`src/rtl/c2e_pkg.sv`:
```
// types, constants and helpers shared by the calendar to epoch seconds block
`default_nettype none
package c2e_pkg;

    localparam int YEAR_SPAN_LIMIT = 10000;
    localparam int BASE_YEAR       = 1900;

    localparam int YEAR_W = 14;
    localparam int DAYS_W = 23;
    localparam int SECS_W = 40;
    localparam int YDAY_W = 9;

    localparam logic [YEAR_W-1:0] EPOCH_YEAR = YEAR_W'(1970);
    localparam logic [YEAR_W-1:0] YEAR_LAST  = YEAR_W'(BASE_YEAR + YEAR_SPAN_LIMIT);

    localparam logic [16:0] SECS_PER_DAY  = 17'd86400;
    localparam logic [16:0] SECS_PER_HOUR = 17'd3600;
    localparam logic [16:0] SECS_PER_MIN  = 17'd60;

    // epoch day was a thursday
    localparam logic [2:0] EPOCH_WEEKDAY = 3'd4;

    typedef enum logic [1:0] {
        ST_OK    = 2'd0,
        ST_RANGE = 2'd1,
        ST_LIMIT = 2'd2
    } t_status;

    typedef enum logic [2:0] {
        S_IDLE,
        S_WALK,
        S_MUL,
        S_HMS,
        S_MOD7,
        S_DONE
    } t_state;

    typedef struct packed {
        logic [13:0] cal_year;
        logic [3:0]  cal_month;
        logic [4:0]  cal_day;
        logic [4:0]  cal_hour;
        logic [5:0]  cal_minute;
        logic [5:0]  cal_second;
    } t_cal_in;

    typedef struct packed {
        logic [1:0]         status;
        logic signed [39:0] epoch_seconds;
        logic [8:0]         day_of_year;
        logic [2:0]         weekday;
    } t_cal_out;

    typedef struct packed {
        logic              start;
        logic [YEAR_W-1:0] year;
    } t_walk_ctl;

    typedef struct packed {
        logic              done;
        logic              leap;
        logic [DAYS_W-1:0] days;
        logic [2:0]        wd;
    } t_walk_sts;

    function automatic logic [YDAY_W-1:0] days_before_month(input logic [3:0] midx);
        logic [YDAY_W-1:0] d;
        case (midx)
            4'd0:    d = 9'd0;
            4'd1:    d = 9'd31;
            4'd2:    d = 9'd59;
            4'd3:    d = 9'd90;
            4'd4:    d = 9'd120;
            4'd5:    d = 9'd151;
            4'd6:    d = 9'd181;
            4'd7:    d = 9'd212;
            4'd8:    d = 9'd243;
            4'd9:    d = 9'd273;
            4'd10:   d = 9'd304;
            4'd11:   d = 9'd334;
            default: d = 9'd0;
        endcase
        return d;
    endfunction

endpackage
`default_nettype wire

```
`src/rtl/c2e_year_walk.sv`:
```
// year walker: steps one year a cycle from 1970, summing days and weekday
`default_nettype none
module c2e_year_walk (
    input  wire logic               i_clk,
    input  wire logic               i_rst_n,
    input  wire c2e_pkg::t_walk_ctl i_ctl,
    output c2e_pkg::t_walk_sts      o_sts
);
    import c2e_pkg::*;

    logic              r_busy, n_busy;
    logic              r_done, n_done;
    logic [YEAR_W-1:0] r_yr, n_yr;
    logic [1:0]        r_y4, n_y4;
    logic [6:0]        r_y100, n_y100;
    logic [8:0]        r_y400, n_y400;
    logic [DAYS_W-1:0] r_days, n_days;
    logic [2:0]        r_wd, n_wd;
    logic              leap;
    logic [3:0]        wd_sum;

    assign leap = (r_y4 == 2'd0) && ((r_y100 != 7'd0) || (r_y400 == 9'd0));

    always_comb begin
        n_busy = r_busy;
        n_done = r_done;
        n_yr   = r_yr;
        n_y4   = r_y4;
        n_y100 = r_y100;
        n_y400 = r_y400;
        n_days = r_days;
        n_wd   = r_wd;
        wd_sum = 4'(r_wd) + 4'd1 + 4'(leap);
        if (i_ctl.start) begin
            n_busy = 1'b1;
            n_done = 1'b0;
            n_yr   = EPOCH_YEAR;
            n_y4   = 2'd2;
            n_y100 = 7'd70;
            n_y400 = 9'd370;
            n_days = '0;
            n_wd   = EPOCH_WEEKDAY;
        end else if (r_busy) begin
            if (r_yr == i_ctl.year) begin
                n_busy = 1'b0;
                n_done = 1'b1;
            end else begin
                n_yr   = r_yr + YEAR_W'(1);
                n_y4   = r_y4 + 2'd1;
                n_y100 = (r_y100 == 7'd99) ? 7'd0 : r_y100 + 7'd1;
                n_y400 = (r_y400 == 9'd399) ? 9'd0 : r_y400 + 9'd1;
                n_days = r_days + DAYS_W'(365) + DAYS_W'(leap);
                n_wd   = (wd_sum >= 4'd7) ? 3'(wd_sum - 4'd7) : wd_sum[2:0];
            end
        end
    end

    always_ff @(posedge i_clk) begin
        if (!i_rst_n) begin
            r_busy <= 1'b0;
            r_done <= 1'b0;
        end else begin
            r_busy <= n_busy;
            r_done <= n_done;
        end
        r_yr   <= n_yr;
        r_y4   <= n_y4;
        r_y100 <= n_y100;
        r_y400 <= n_y400;
        r_days <= n_days;
        r_wd   <= n_wd;
    end

    assign o_sts.done = r_done;
    assign o_sts.leap = leap;
    assign o_sts.days = r_days;
    assign o_sts.wd   = r_wd;

endmodule
`default_nettype wire

```
`src/rtl/calendar_to_epoch_seconds.sv`:
```
// calendar date and time to seconds since 1970, with day of year and weekday
//
// One word in, one word out. A word that fails the field checks goes straight
// to S_DONE and is answered from there. Any other word walks the calendar one
// year per clock from 1970 up to the given year, then passes through S_MUL,
// S_HMS and S_MOD7, which reduces the day of year modulo 7 by repeated
// subtraction, before S_DONE. A year past the limit skips the arithmetic after
// the walk. o_ready is low while a word is in work; a finished word waits in
// the output register and does not block the next input word.
`default_nettype none
module calendar_to_epoch_seconds (
    input  wire logic              i_clk,
    input  wire logic              i_rst_n,
    input  wire logic              i_valid,
    output logic                   o_ready,
    input  wire c2e_pkg::t_cal_in  i_data,
    output logic                   o_valid,
    input  wire logic              i_ready,
    output c2e_pkg::t_cal_out      o_data
);
    import c2e_pkg::*;

    t_state            r_state, n_state;
    t_cal_in           r_in, n_in;
    t_status           r_status, n_status;
    logic [YDAY_W-1:0] r_yday, n_yday;
    logic [YDAY_W-1:0] r_rem, n_rem;
    logic [DAYS_W-1:0] r_days, n_days;
    logic [SECS_W-1:0] r_secs, n_secs;
    logic [2:0]        r_wd, n_wd;
    t_cal_out          r_out, n_out;
    logic              r_out_vld, n_out_vld;

    t_walk_ctl         walk_ctl;
    t_walk_sts         walk_sts;
    logic              accept;
    logic              bad_field;
    logic [YDAY_W-1:0] yday;
    logic [3:0]        wd_sum;
    logic [16:0]       hms_secs;

    c2e_year_walk u_walk (
        .i_clk   (i_clk),
        .i_rst_n (i_rst_n),
        .i_ctl   (walk_ctl),
        .o_sts   (walk_sts)
    );

    assign o_ready = (r_state == S_IDLE);
    assign accept  = i_valid && o_ready;

    assign bad_field = (i_data.cal_year < EPOCH_YEAR)
                    || !(i_data.cal_month inside {[4'd1:4'd12]})
                    || (i_data.cal_day == 5'd0)
                    || (i_data.cal_hour > 5'd23)
                    || (i_data.cal_minute > 6'd59)
                    || (i_data.cal_second > 6'd60);

    assign yday = YDAY_W'(r_in.cal_day - 5'd1)
                + days_before_month(r_in.cal_month - 4'd1)
                + YDAY_W'((r_in.cal_month > 4'd2) && walk_sts.leap);

    assign hms_secs = 17'(r_in.cal_hour) * SECS_PER_HOUR
                    + 17'(r_in.cal_minute) * SECS_PER_MIN
                    + 17'(r_in.cal_second);

    assign wd_sum = 4'(walk_sts.wd) + 4'(r_rem[2:0]);

    always_comb begin
        n_state        = r_state;
        n_in           = r_in;
        n_status       = r_status;
        n_yday         = r_yday;
        n_rem          = r_rem;
        n_days         = r_days;
        n_secs         = r_secs;
        n_wd           = r_wd;
        n_out          = r_out;
        n_out_vld      = r_out_vld && !i_ready;
        walk_ctl.start = 1'b0;
        walk_ctl.year  = r_in.cal_year;
        case (r_state)
            S_IDLE: begin
                if (accept) begin
                    n_in = i_data;
                    if (bad_field) begin
                        n_status = ST_RANGE;
                        n_state  = S_DONE;
                    end else begin
                        walk_ctl.start = 1'b1;
                        n_state        = S_WALK;
                    end
                end
            end
            S_WALK: begin
                if (walk_sts.done) begin
                    n_yday = yday;
                    n_rem  = yday;
                    n_days = walk_sts.days + DAYS_W'(yday);
                    if (r_in.cal_year > YEAR_LAST) begin
                        n_status = ST_LIMIT;
                        n_state  = S_DONE;
                    end else begin
                        n_status = ST_OK;
                        n_state  = S_MUL;
                    end
                end
            end
            S_MUL: begin
                n_secs  = SECS_W'(r_days) * SECS_W'(SECS_PER_DAY);
                n_state = S_HMS;
            end
            S_HMS: begin
                n_secs  = r_secs + SECS_W'(hms_secs);
                n_state = S_MOD7;
            end
            S_MOD7: begin
                if (r_rem >= YDAY_W'(7)) begin
                    n_rem = r_rem - YDAY_W'(7);
                end else begin
                    n_wd    = (wd_sum >= 4'd7) ? 3'(wd_sum - 4'd7) : wd_sum[2:0];
                    n_state = S_DONE;
                end
            end
            S_DONE: begin
                if (!r_out_vld || i_ready) begin
                    n_out_vld = 1'b1;
                    n_out     = '0;
                    n_out.status = r_status;
                    case (r_status)
                        ST_OK: begin
                            n_out.epoch_seconds = signed'(r_secs);
                            n_out.day_of_year   = r_yday;
                            n_out.weekday       = r_wd;
                        end
                        ST_LIMIT: begin
                            n_out.epoch_seconds = '1;
                            n_out.day_of_year   = r_yday;
                        end
                        default: begin
                        end
                    endcase
                    n_state = S_IDLE;
                end
            end
            default: n_state = S_IDLE;
        endcase
    end

    always_ff @(posedge i_clk) begin
        if (!i_rst_n) begin
            r_state   <= S_IDLE;
            r_out_vld <= 1'b0;
        end else begin
            r_state   <= n_state;
            r_out_vld <= n_out_vld;
        end
        r_in     <= n_in;
        r_status <= n_status;
        r_yday   <= n_yday;
        r_rem    <= n_rem;
        r_days   <= n_days;
        r_secs   <= n_secs;
        r_wd     <= n_wd;
        r_out    <= n_out;
    end

    assign o_valid = r_out_vld;
    assign o_data  = r_out;

    a_accept_busy: assert property (@(posedge i_clk) disable iff (!i_rst_n)
        accept |=> !o_ready)
        else $error("accepted word did not make the block busy");

    a_range_zero: assert property (@(posedge i_clk) disable iff (!i_rst_n)
        (o_valid && o_data.status == ST_RANGE) |->
            (o_data.epoch_seconds == '0 && o_data.day_of_year == '0
             && o_data.weekday == '0))
        else $error("range error word carries nonzero fields");

    a_limit_ones: assert property (@(posedge i_clk) disable iff (!i_rst_n)
        (o_valid && o_data.status == ST_LIMIT) |->
            (o_data.epoch_seconds == '1 && o_data.weekday == '0))
        else $error("limit word has wrong seconds or weekday");

    a_walk_done: assert property (@(posedge i_clk) disable iff (!i_rst_n)
        (r_state == S_MUL || r_state == S_HMS || r_state == S_MOD7) |-> walk_sts.done)
        else $error("arithmetic ran before the year walk finished");

    a_weekday_range: assert property (@(posedge i_clk) disable iff (!i_rst_n)
        o_valid |-> (o_data.weekday < 3'd7 && o_data.status != 2'd3))
        else $error("weekday or status out of range");

endmodule
`default_nettype wire
```
`config.mk`:
```
export PLATFORM = sky130hd
export DESIGN_NAME = calendar_to_epoch_seconds
export DESIGN_NICKNAME = d
export VERILOG_FILES = /design/src/rtl/c2e_pkg.sv /design/src/rtl/c2e_year_walk.sv /design/src/rtl/calendar_to_epoch_seconds.sv
export SDC_FILE = /design/constraint.sdc
export NUM_CORES = 1
export LEC_CHECK = 0
export BUFFER_PORTS_ARGS = -buffer_cell sky130_fd_sc_hd__buf_2
export CORE_MARGIN = 8
export CORE_UTILIZATION = 62
export DETAILED_ROUTE_END_ITERATION = 12
export GPL_TIMING_DRIVEN = 0
export PLACE_DENSITY_LB_ADDON = 0.2
export SYNTH_ARGS = -nofsm -noshare
export SYNTH_HDL_FRONTEND = slang
export SYNTH_SLANG_ARGS = --single-unit
```
`constraint.sdc`:
```
create_clock -name i_clk -period 11.04 [get_ports i_clk]
set_input_delay 2.208 -clock i_clk [delete_from_list [all_inputs] [get_ports i_clk]]
set_output_delay 2.208 -clock i_clk [all_outputs]
set_load 0.005 [all_outputs]
```
==> reports/qor.tcl, run 1 <==
set qor(timing.fmax_mhz) 148
set qor(netSwitchingFraction) 0.451
set qor(worst_setup_path_startpoint) {r_in[7]$_DFFE_PP_}
set qor(number_of_remaining_drc_errors) 0
set qor(core_outline_area_sq_um) 28800
set qor(power_density_nw_per_um2) 337
set qor(antenna_cells) 0
set qor(critPathBufInv) 2
set qor(transition_time_at_the_pin_with_the_least_slew_margin_ns) 1.34
set qor(routed_wire_length_per_instance_microns) 15.8
set qor(clock_insertion_delay_worst_skew_ns) 0.55
set qor(avgSynthCellArea_sq_um) 9.76
set qor(drtPass1Iterations) 5
set qor(routed-via-count) 13440
set qor(hold_class) {flip-flop to flip-flop}
set qor(detail_route.iter0.violations) 787
set qor(ant_nets) 0
set qor(final_area_sq_um) 20200
set qor(maxCapViolCount) 0
set qor(port_buffer_cells) 99
set qor(synth.net_count) 2192
set qor(first_global_vias) 13281
set qor(die-height_microns) 187
set qor(crit_type) {flip-flop to flip-flop}
set qor(cts_hold_buf) 0
set qor(post-cts-setup-buffers) 0
set qor(starting_density) 0.633
set qor(gpl.final_weighted_congestion) 0.880
set qor(timing_hold_violations_final) 0
set qor(worst_case_clock_buffer_depth) 3
set qor(final-instance-count-excl-fill) 2400
set qor(power_leakage_nw) 9.14
set qor(placed_cells_incl_taps) 2351
set qor(syn_inst) 1866
set qor(initial_antenna_violation_count) 0
set qor(grt_first_pass_wirelength_mm) 62.5
set qor(place_hpwl_mm) 29.8
set qor(synth_area_leaders) {edfxtp_1 30%, ha_1 14%, fa_1 7.9%}
set qor(number_of_buffers_created_by_cts) 27
set qor(postRouteWirelength_mm) 37.8
set qor(fin_setup_tns_ns) 0
set qor(ctsHtreeMaxLevel) 1
set qor(dieWidth_microns) 187
set qor(power_frac_comb) 0.661
set qor(grt_setup_unrepaired) {no}
set qor(hold_path.startpoint) {r_status[1]$_SDFFCE_PN0P_}
set qor(synth_top_area_share) 0.297
set qor(dpl-instance-area_sq_um) 19200
set qor(crit_arrival_ns) 7.00
set qor(layout-drive-gt1-share) 0.0858
set qor(crit-reg2reg-launch) {r_in[7]$_DFFE_PP_}
set qor(clkSinkCount) 244
set qor(internal-power_w) 0.00373
set qor(grt_overflow) 0
set qor(total_power_w) 0.00679
set qor(track_usage) 0.209
set qor(crit-reg2reg-capture) {r_secs[22]$_DFFE_PP_}
set qor(min_delay_path_depth) 0
set qor(fin_crit_ns) 6.75
set qor(cpMaxStageDelayCell) {fa_1}
set qor(dieArea_sq_um) 35100
set qor(run_status) {finished, final reports clean}
set qor(fin_worst_skew_ns) 0.0265
set qor(synth_cell_type_count) 68
set qor(ff2ff_path_depth) 23
set qor(final-setup-viol-count) 0
set qor(crit_top_cell) {fa_1}
set qor(layout_worst_path_cycle_share) 0.612
set qor(clockPowerShare) 0.137
set qor(num-fill-cells) 2162
set qor(grt_max_degree) 42
set qor(final_net_count) 2322
set qor(syn-cell-area_sq_um) 18200
set qor(timing.critical_path.slowest_cell_delay_ns) 0.58
set qor(ctsRootBufferMaster) {clkbuf_16}
set qor(p_seq_frac) 0.201
set qor(critPathLaunchType) {flip-flop}
set qor(num_rows) 62
set qor(synth_top_cell_by_area) {edfxtp_1}
set qor(pins_over_slew_limit) 0
set qor(worst_ep_required_time_ns) 11.29
set qor(power.ir.vdd_worst_v) 0.000366
set qor(synthToLayoutAreaGrowth_pct) 10.7
set qor(critical_path.cell_chain) {fa_1, fa_1, fa_1, inv_1, fa_1, inv_1, ha_1, a21o_1, a21oi_1, o21bai_1, a21o_1, a31oi_1, o21ai_0, xnor2_1, ha_1, a21oi_1, o21ai_0, a21oi_1, o21ai_0, a311oi_1, nor3_1, xnor2_1, a21boi_0}
set qor(netlist_top_cells_count) {251 x inv_1, 210 x ha_1, 189 x nor2_1}
set qor(yosysSeqAreaShare) 0.367
set qor(reg2reg_setup_slack_ns) 4.29
set qor(synth_top_flop_cell) {edfxtp_1}
set qor(netSwitchingPower_w) 0.00306
set qor(clock_input_transition_at_the_sequential_cells_of_the_worst_setup_and_hold_paths_ns) 0.07
set qor(timing.critical_path.max_delay_family) {adder cells}
set qor(synth_async_sr_flop_share) 0
set qor(num_io_pins) 100
set qor(cts_resized) 0
set qor(cts_tree) {built}
set qor(synth.yosys.warnings) 0
set qor(synth-seq-cells) 244
set qor(avgViaCountPerCell) 5.60
set qor(crit_path_end_kind) {flip-flop}
set qor(hold-path-endpoint) {o_data[53]$_DFFE_PP_}
set qor(synth_enable_flop_cells) 180
set qor(synth_most_common_cell) {inv_1}
set qor(crit_fanout) 5
set qor(timing.max_slew.rel_slack) 0.0992
[worst max-delay path by stage]
stage / cells after the start / slack (ns) / end
finish: 23 / 4.29 / r_secs[22]$_DFFE_PP_
global route: 23 / 4.03 / r_secs[22]$_DFFE_PP_
floorplan: 23 / 5.12 / r_secs[36]$_DFFE_PP_
detailed placement: 23 / 4.35 / r_secs[22]$_DFFE_PP_
global placement: 23 / 4.60 / r_secs[36]$_DFFE_PP_
CTS: 23 / 4.33 / r_secs[22]$_DFFE_PP_
[stage by stage]
stage	worst slack [ns]	util	hold WS, ns
finish	4.29	0.700	0.487
global route	4.03	0.700	0.498
CTS	4.33	0.700	0.482
detailed placement	4.35	0.669	0.448
global placement	4.60	0.667	0.435
floorplan	5.12	-	0.424
[cell usage in the layout, fill, tap and decap left out, drive strengths merged, types with 11 or more instances in the layout]
| master | Yosys | routed |
|---|---|---|
| nand2 | 107 | 107 |
| nand4 | 32 | 32 |
| clkbuf | 37 | 70 |
| a21oi | 88 | 88 |
| fa | 72 | 72 |
| nor2 | 189 | 189 |
| edfxtp | 180 | 180 |
| a211oi | 14 | 14 |
| inv | 251 | 255 |
| xor2 | 95 | 95 |
| mux2i | 14 | 14 |
| ha | 210 | 210 |
| dfxtp | 64 | 64 |
| a21o | 51 | 51 |
| a31oi | 11 | 11 |
| nor2b | 32 | 32 |
| xnor2 | 78 | 78 |
| and2 | 13 | 13 |
| o211ai | 11 | 11 |
| or3 | 14 | 14 |
| nor3 | 24 | 24 |
| nand2b | 12 | 12 |
| nand3 | 44 | 44 |
| o21bai | 14 | 14 |
| o21ai | 76 | 76 |
| and3 | 18 | 18 |
| buf | 10 | 111 |
[state kept, by name, indices dropped and copies added (netlist names)]
| register | flops |
|---|---|
| o_data | 54 |
| o_valid | 1 |
| r_days | 23 |
| r_in | 40 |
| r_rem | 9 |
| r_secs | 40 |
| r_state | 3 |
| r_status | 2 |
| r_wd | 3 |
| r_yday | 9 |
| u_walk.r_busy | 1 |
| u_walk.r_days | 23 |
| u_walk.r_done | 1 |
| u_walk.r_wd | 3 |
| u_walk.r_y100 | 7 |
| u_walk.r_y4 | 2 |
| u_walk.r_y400 | 9 |
| u_walk.r_yr | 14 |
[power groups by stage]
stage / sequential [W] / clock (W) / combinational (W)
final: 0.00137 / 0.000934 / 0.00449
after global routing: 0.00139 / 0.000982 / 0.00504
after CTS: 0.00137 / 0.000946 / 0.00447
after detailed placement: 0.00138 / 0 / 0.00441
after global placement: 0.00138 / 0 / 0.00429
after floorplan: 0.00135 / 0 / 0.00353
[worst reg2reg max path, delay by kind of cell, from the launching register on]
kind,cells,cell delay (ns)
AO/OA/AOI/OAI,12,2.56
adder cells (fa/ha/maj),6,2.71
flip-flops,1,0.47
AND/OR/NAND/NOR,1,0.16
XOR/XNOR,2,0.48
buffers and inverters,2,0.09
[final cells by class]
type | count | area, sq um | share of cell area
plain buffers | 47 | 201 | 0.00999
clock buffers | 33 | 698 | 0.0346
clock inverters | 16 | 221 | 0.0110
inverters | 251 | 942 | 0.0467
multi-input cells | 1324 | 10400 | 0.516
flip-flops and latches | 244 | 6690 | 0.332
well taps | 384 | 480 | 0.0238
repair buffers | 101 | 536 | 0.0266
[routing by layer]
layer	track usage	wire, microns	share of wire
met3	0.0319	1690	0.045
met4	0.0776	1360	0.036
met1	0.258	16300	0.43
met5	0	0	0
met2	0.366	18500	0.49
[logic make-up (layout without fill, tap and decap cells)]
| group | after synthesis | after routing | share of synthesized area |
|---|---|---|---|
| muxes | 17 | 17 | 0.00955 |
| and+or+nand+nor | 519 | 519 | 0.136 |
| AOI/OAI and AO/OA | 333 | 333 | 0.118 |
| adders and majority gates | 282 | 282 | 0.223 |
| DFF | 244 | 244 | 0.367 |
| xor gates and xnor gates | 173 | 173 | 0.0832 |
| buffers and inverters | 298 | 448 | 0.0628 |
(Power assumes the default switching activity.)
==> run 2, diff against run 1 <==
==> constraint.sdc (replaced) <==
create_clock -name i_clk -period 6.3 [get_ports i_clk]
set_input_delay 1.26 -clock i_clk [delete_from_list [all_inputs] [get_ports i_clk]]
set_output_delay 1.26 -clock i_clk [all_outputs]
set_load 0.005 [all_outputs]
==> run 2 against run 1 <==
  * Flip-flop and latch count did not move
  * Maximum frequency rose by 8.1%
  * Critical endpoint is now r_secs[32]$_DFFE_PP_
  * Worst setup slack got worse by 4.2 ns
  * Count of clock-buffer cells in the layout did not move
  * First-iteration DRC count rose by 6.1%
  * Die area did not move
  * Utilization rose by 0.72 points
  * Via count rose by 0.54%
  * Critical path depth rose by 2
  * Design area rose by 1.0%
==> reports/qor.tcl, run 2 (synthesized netlist as in run 1, its figures left out) <==
set qor(clock_input_transition_at_the_sequential_cells_of_the_worst_setup_and_hold_paths_ns) 0.07
set qor(antenna_cells) 0
set qor(clock_insertion_delay_worst_skew_ns) 0.55
set qor(postRouteWirelength_mm) 38.4
set qor(ctsRootBufferMaster) {clkbuf_16}
set qor(crit_fanout) 8
set qor(layout-drive-gt1-share) 0.102
set qor(track_usage) 0.210
set qor(maxCapViolCount) 0
set qor(grt_first_pass_wirelength_mm) 62.8
set qor(grt_max_degree) 42
set qor(final-seq-area_sq_um) 6690
set qor(final_net_count) 2331
set qor(least_setup_slack_across_all_paths_after_layout_ns) 0.0526
set qor(grt_overflow) 0
set qor(use_met2) 0.368
set qor(final_common_cell) {inv_1}
set qor(num_io_pins) 100
set qor(detail_route.iter0.violations) 835
set qor(detailedPlace.worstSlack_ns) -0.386
set qor(worst_ep_required_time_ns) 6.55
set qor(multi_input_comb_area_sq_um) 10500
set qor(timing_hold_violations_final) 0
set qor(final_area_sq_um) 20400
set qor(core_outline_area_sq_um) 28800
set qor(cts_tree) {built}
set qor(gr-max-usage-layer) {met2}
set qor(dieArea_sq_um) 35100
set qor(drtPass1Iterations) 5
set qor(die-height_microns) 187
set qor(final_core_utilization) 0.708
set qor(timing.fmax_mhz) 160
set qor(timing.max_slew.rel_slack) 0.0686
set qor(initial_antenna_violation_count) 0
set qor(routed-via-count) 13512
set qor(largest_reg_flops) 54
set qor(met3_resource_use_gr) 0.0321
set qor(dpl-instance-area_sq_um) 19200
set qor(run_status) {finished, final reports clean}
set qor(num_rows) 62
set qor(ant_nets) 0
set qor(worst_case_clock_buffer_depth) 3
set qor(starting_density) 0.633
set qor(transition_time_at_the_pin_with_the_least_slew_margin_ns) 1.38
set qor(number_of_remaining_drc_errors) 0
set qor(synthToLayoutAreaGrowth_pct) 11.8
set qor(layout_common_cells) {249 x inv_1, 205 x ha_1, 186 x nor2_1}
set qor(fin_crit_ns) 6.25
set qor(place_hpwl_mm) 29.8
set qor(num-fill-cells) 2126
set qor(fin_worst_skew_ns) 0.0232
set qor(number_of_buffers_created_by_cts) 27
set qor(ctsHtreeMaxLevel) 1
set qor(port_buffer_cells) 99
set qor(critPathLaunchType) {flip-flop}
set qor(routed_wire_length_per_instance_microns) 15.9
set qor(cts_hold_buf) 0
set qor(final-setup-viol-count) 0
set qor(placed_cells_incl_taps) 2351
set qor(first_global_vias) 13337
set qor(crit_path_end_kind) {flip-flop}
set qor(avgViaCountPerCell) 5.61
set qor(hold_class) {flip-flop to flip-flop}
set qor(crit_type) {flip-flop to flip-flop}
set qor(clkSinkCount) 244
set qor(pins_over_slew_limit) 0
set qor(crit_arrival_ns) 6.50
set qor(dieWidth_microns) 187
set qor(final-instance-count-excl-fill) 2409
set qor(groute.layer.met1.usage) 0.258
set qor(gpl.final_weighted_congestion) 0.880
set qor(layout_worst_path_cycle_share) 0.992
==> run 2: cell types whose count changed in the layout (fill, tap and decap cells not counted), moves of 2 or more <==
cell      before  now
buf_4          0   10
a21oi_1       87   80
a21oi_2        1    8
ha_1         210  205
ha_4           0    3
o21ai_0       76   73
o21ai_1        0    3
clkbuf_1      42   40
ha_2           0    2
nor2_1       188  186
nor2_2         0    2
==> run 2: stage by stage <==
| stage | hold WS (ns) | TNS [ns] |
|---|---|---|
| final | 0.483 | 0 |
| after global placement | 0.435 | -1.10 |
| after CTS | 0.482 | 0 |
| after floorplan | 0.424 | 0 |
| after detailed placement | 0.448 | -2.97 |
| after global routing | 0.498 | -2.05 |
==> run 2: area by class of cell <==
type                    instances  share of cell area
repair buffers                111              0.0300
clock inverters                16              0.0109
well taps                     384              0.0236
clock buffers                  33              0.0343
plain buffers                  46             0.00977
flip-flops and latches        244               0.328
inverters                     251              0.0463
multi-input cells            1324               0.517
==> run 2: final timing paths <==
kind	startpoint	to	slack [ns]	cells after the start
min	r_status[1]$_SDFFCE_PN0P_	o_data[53]$_DFFE_PP_	0.48	0
max reg2reg	r_in[7]$_DFFE_PP_	r_secs[32]$_DFFE_PP_	0.05	25
max	r_in[7]$_DFFE_PP_	r_secs[32]$_DFFE_PP_	0.05	25
min reg2reg	r_status[1]$_SDFFCE_PN0P_	o_data[53]$_DFFE_PP_	0.48	0
==> run 2: repair_timing <==
| item | in CTS | in global routing |
|---|---|---|
| pin swaps | 4 | 19 |
| resized for setup | 5 | 25 |
| setup buffers | 5 | 5 |
| endpoints found under the setup margin | 13 | 33 |
==> run 2: critical path, stage by stage (launching register included) <==
cell	delay (ns)
edfxtp_1	0.44
fa_1	0.60
fa_1	0.48
fa_2	0.40
a21oi_1	0.14
nor2_1	0.07
nor2_2	0.15
o21bai_1	0.09
a21oi_1	0.19
xnor2_1	0.15
ha_1	0.30
ha_4	0.28
a21o_1	0.20
a31o_2	0.25
a21oi_2	0.19
xnor2_2	0.11
ha_1	0.32
buf_4	0.14
nand2_1	0.10
o21ai_0	0.10
a21oi_1	0.26
o21ai_1	0.14
a311o_2	0.47
nand3_2	0.10
xor2_1	0.19
mux2i_1	0.11
==> run 2: layer usage <==
| metal | vias to the layer above | wire (microns) |
|---|---|---|
| met5 | - | 0 |
| met4 | 0 | 1330 |
| met3 | 90 | 1710 |
| met2 | 325 | 18800 |
| met1 | 6384 | 16500 |
| li1 | 6713 | - |
Power of run 2 is left out: the tool's default activity adds up to more than one toggle a clock period on the data nets, which glitch-free logic cannot reach.
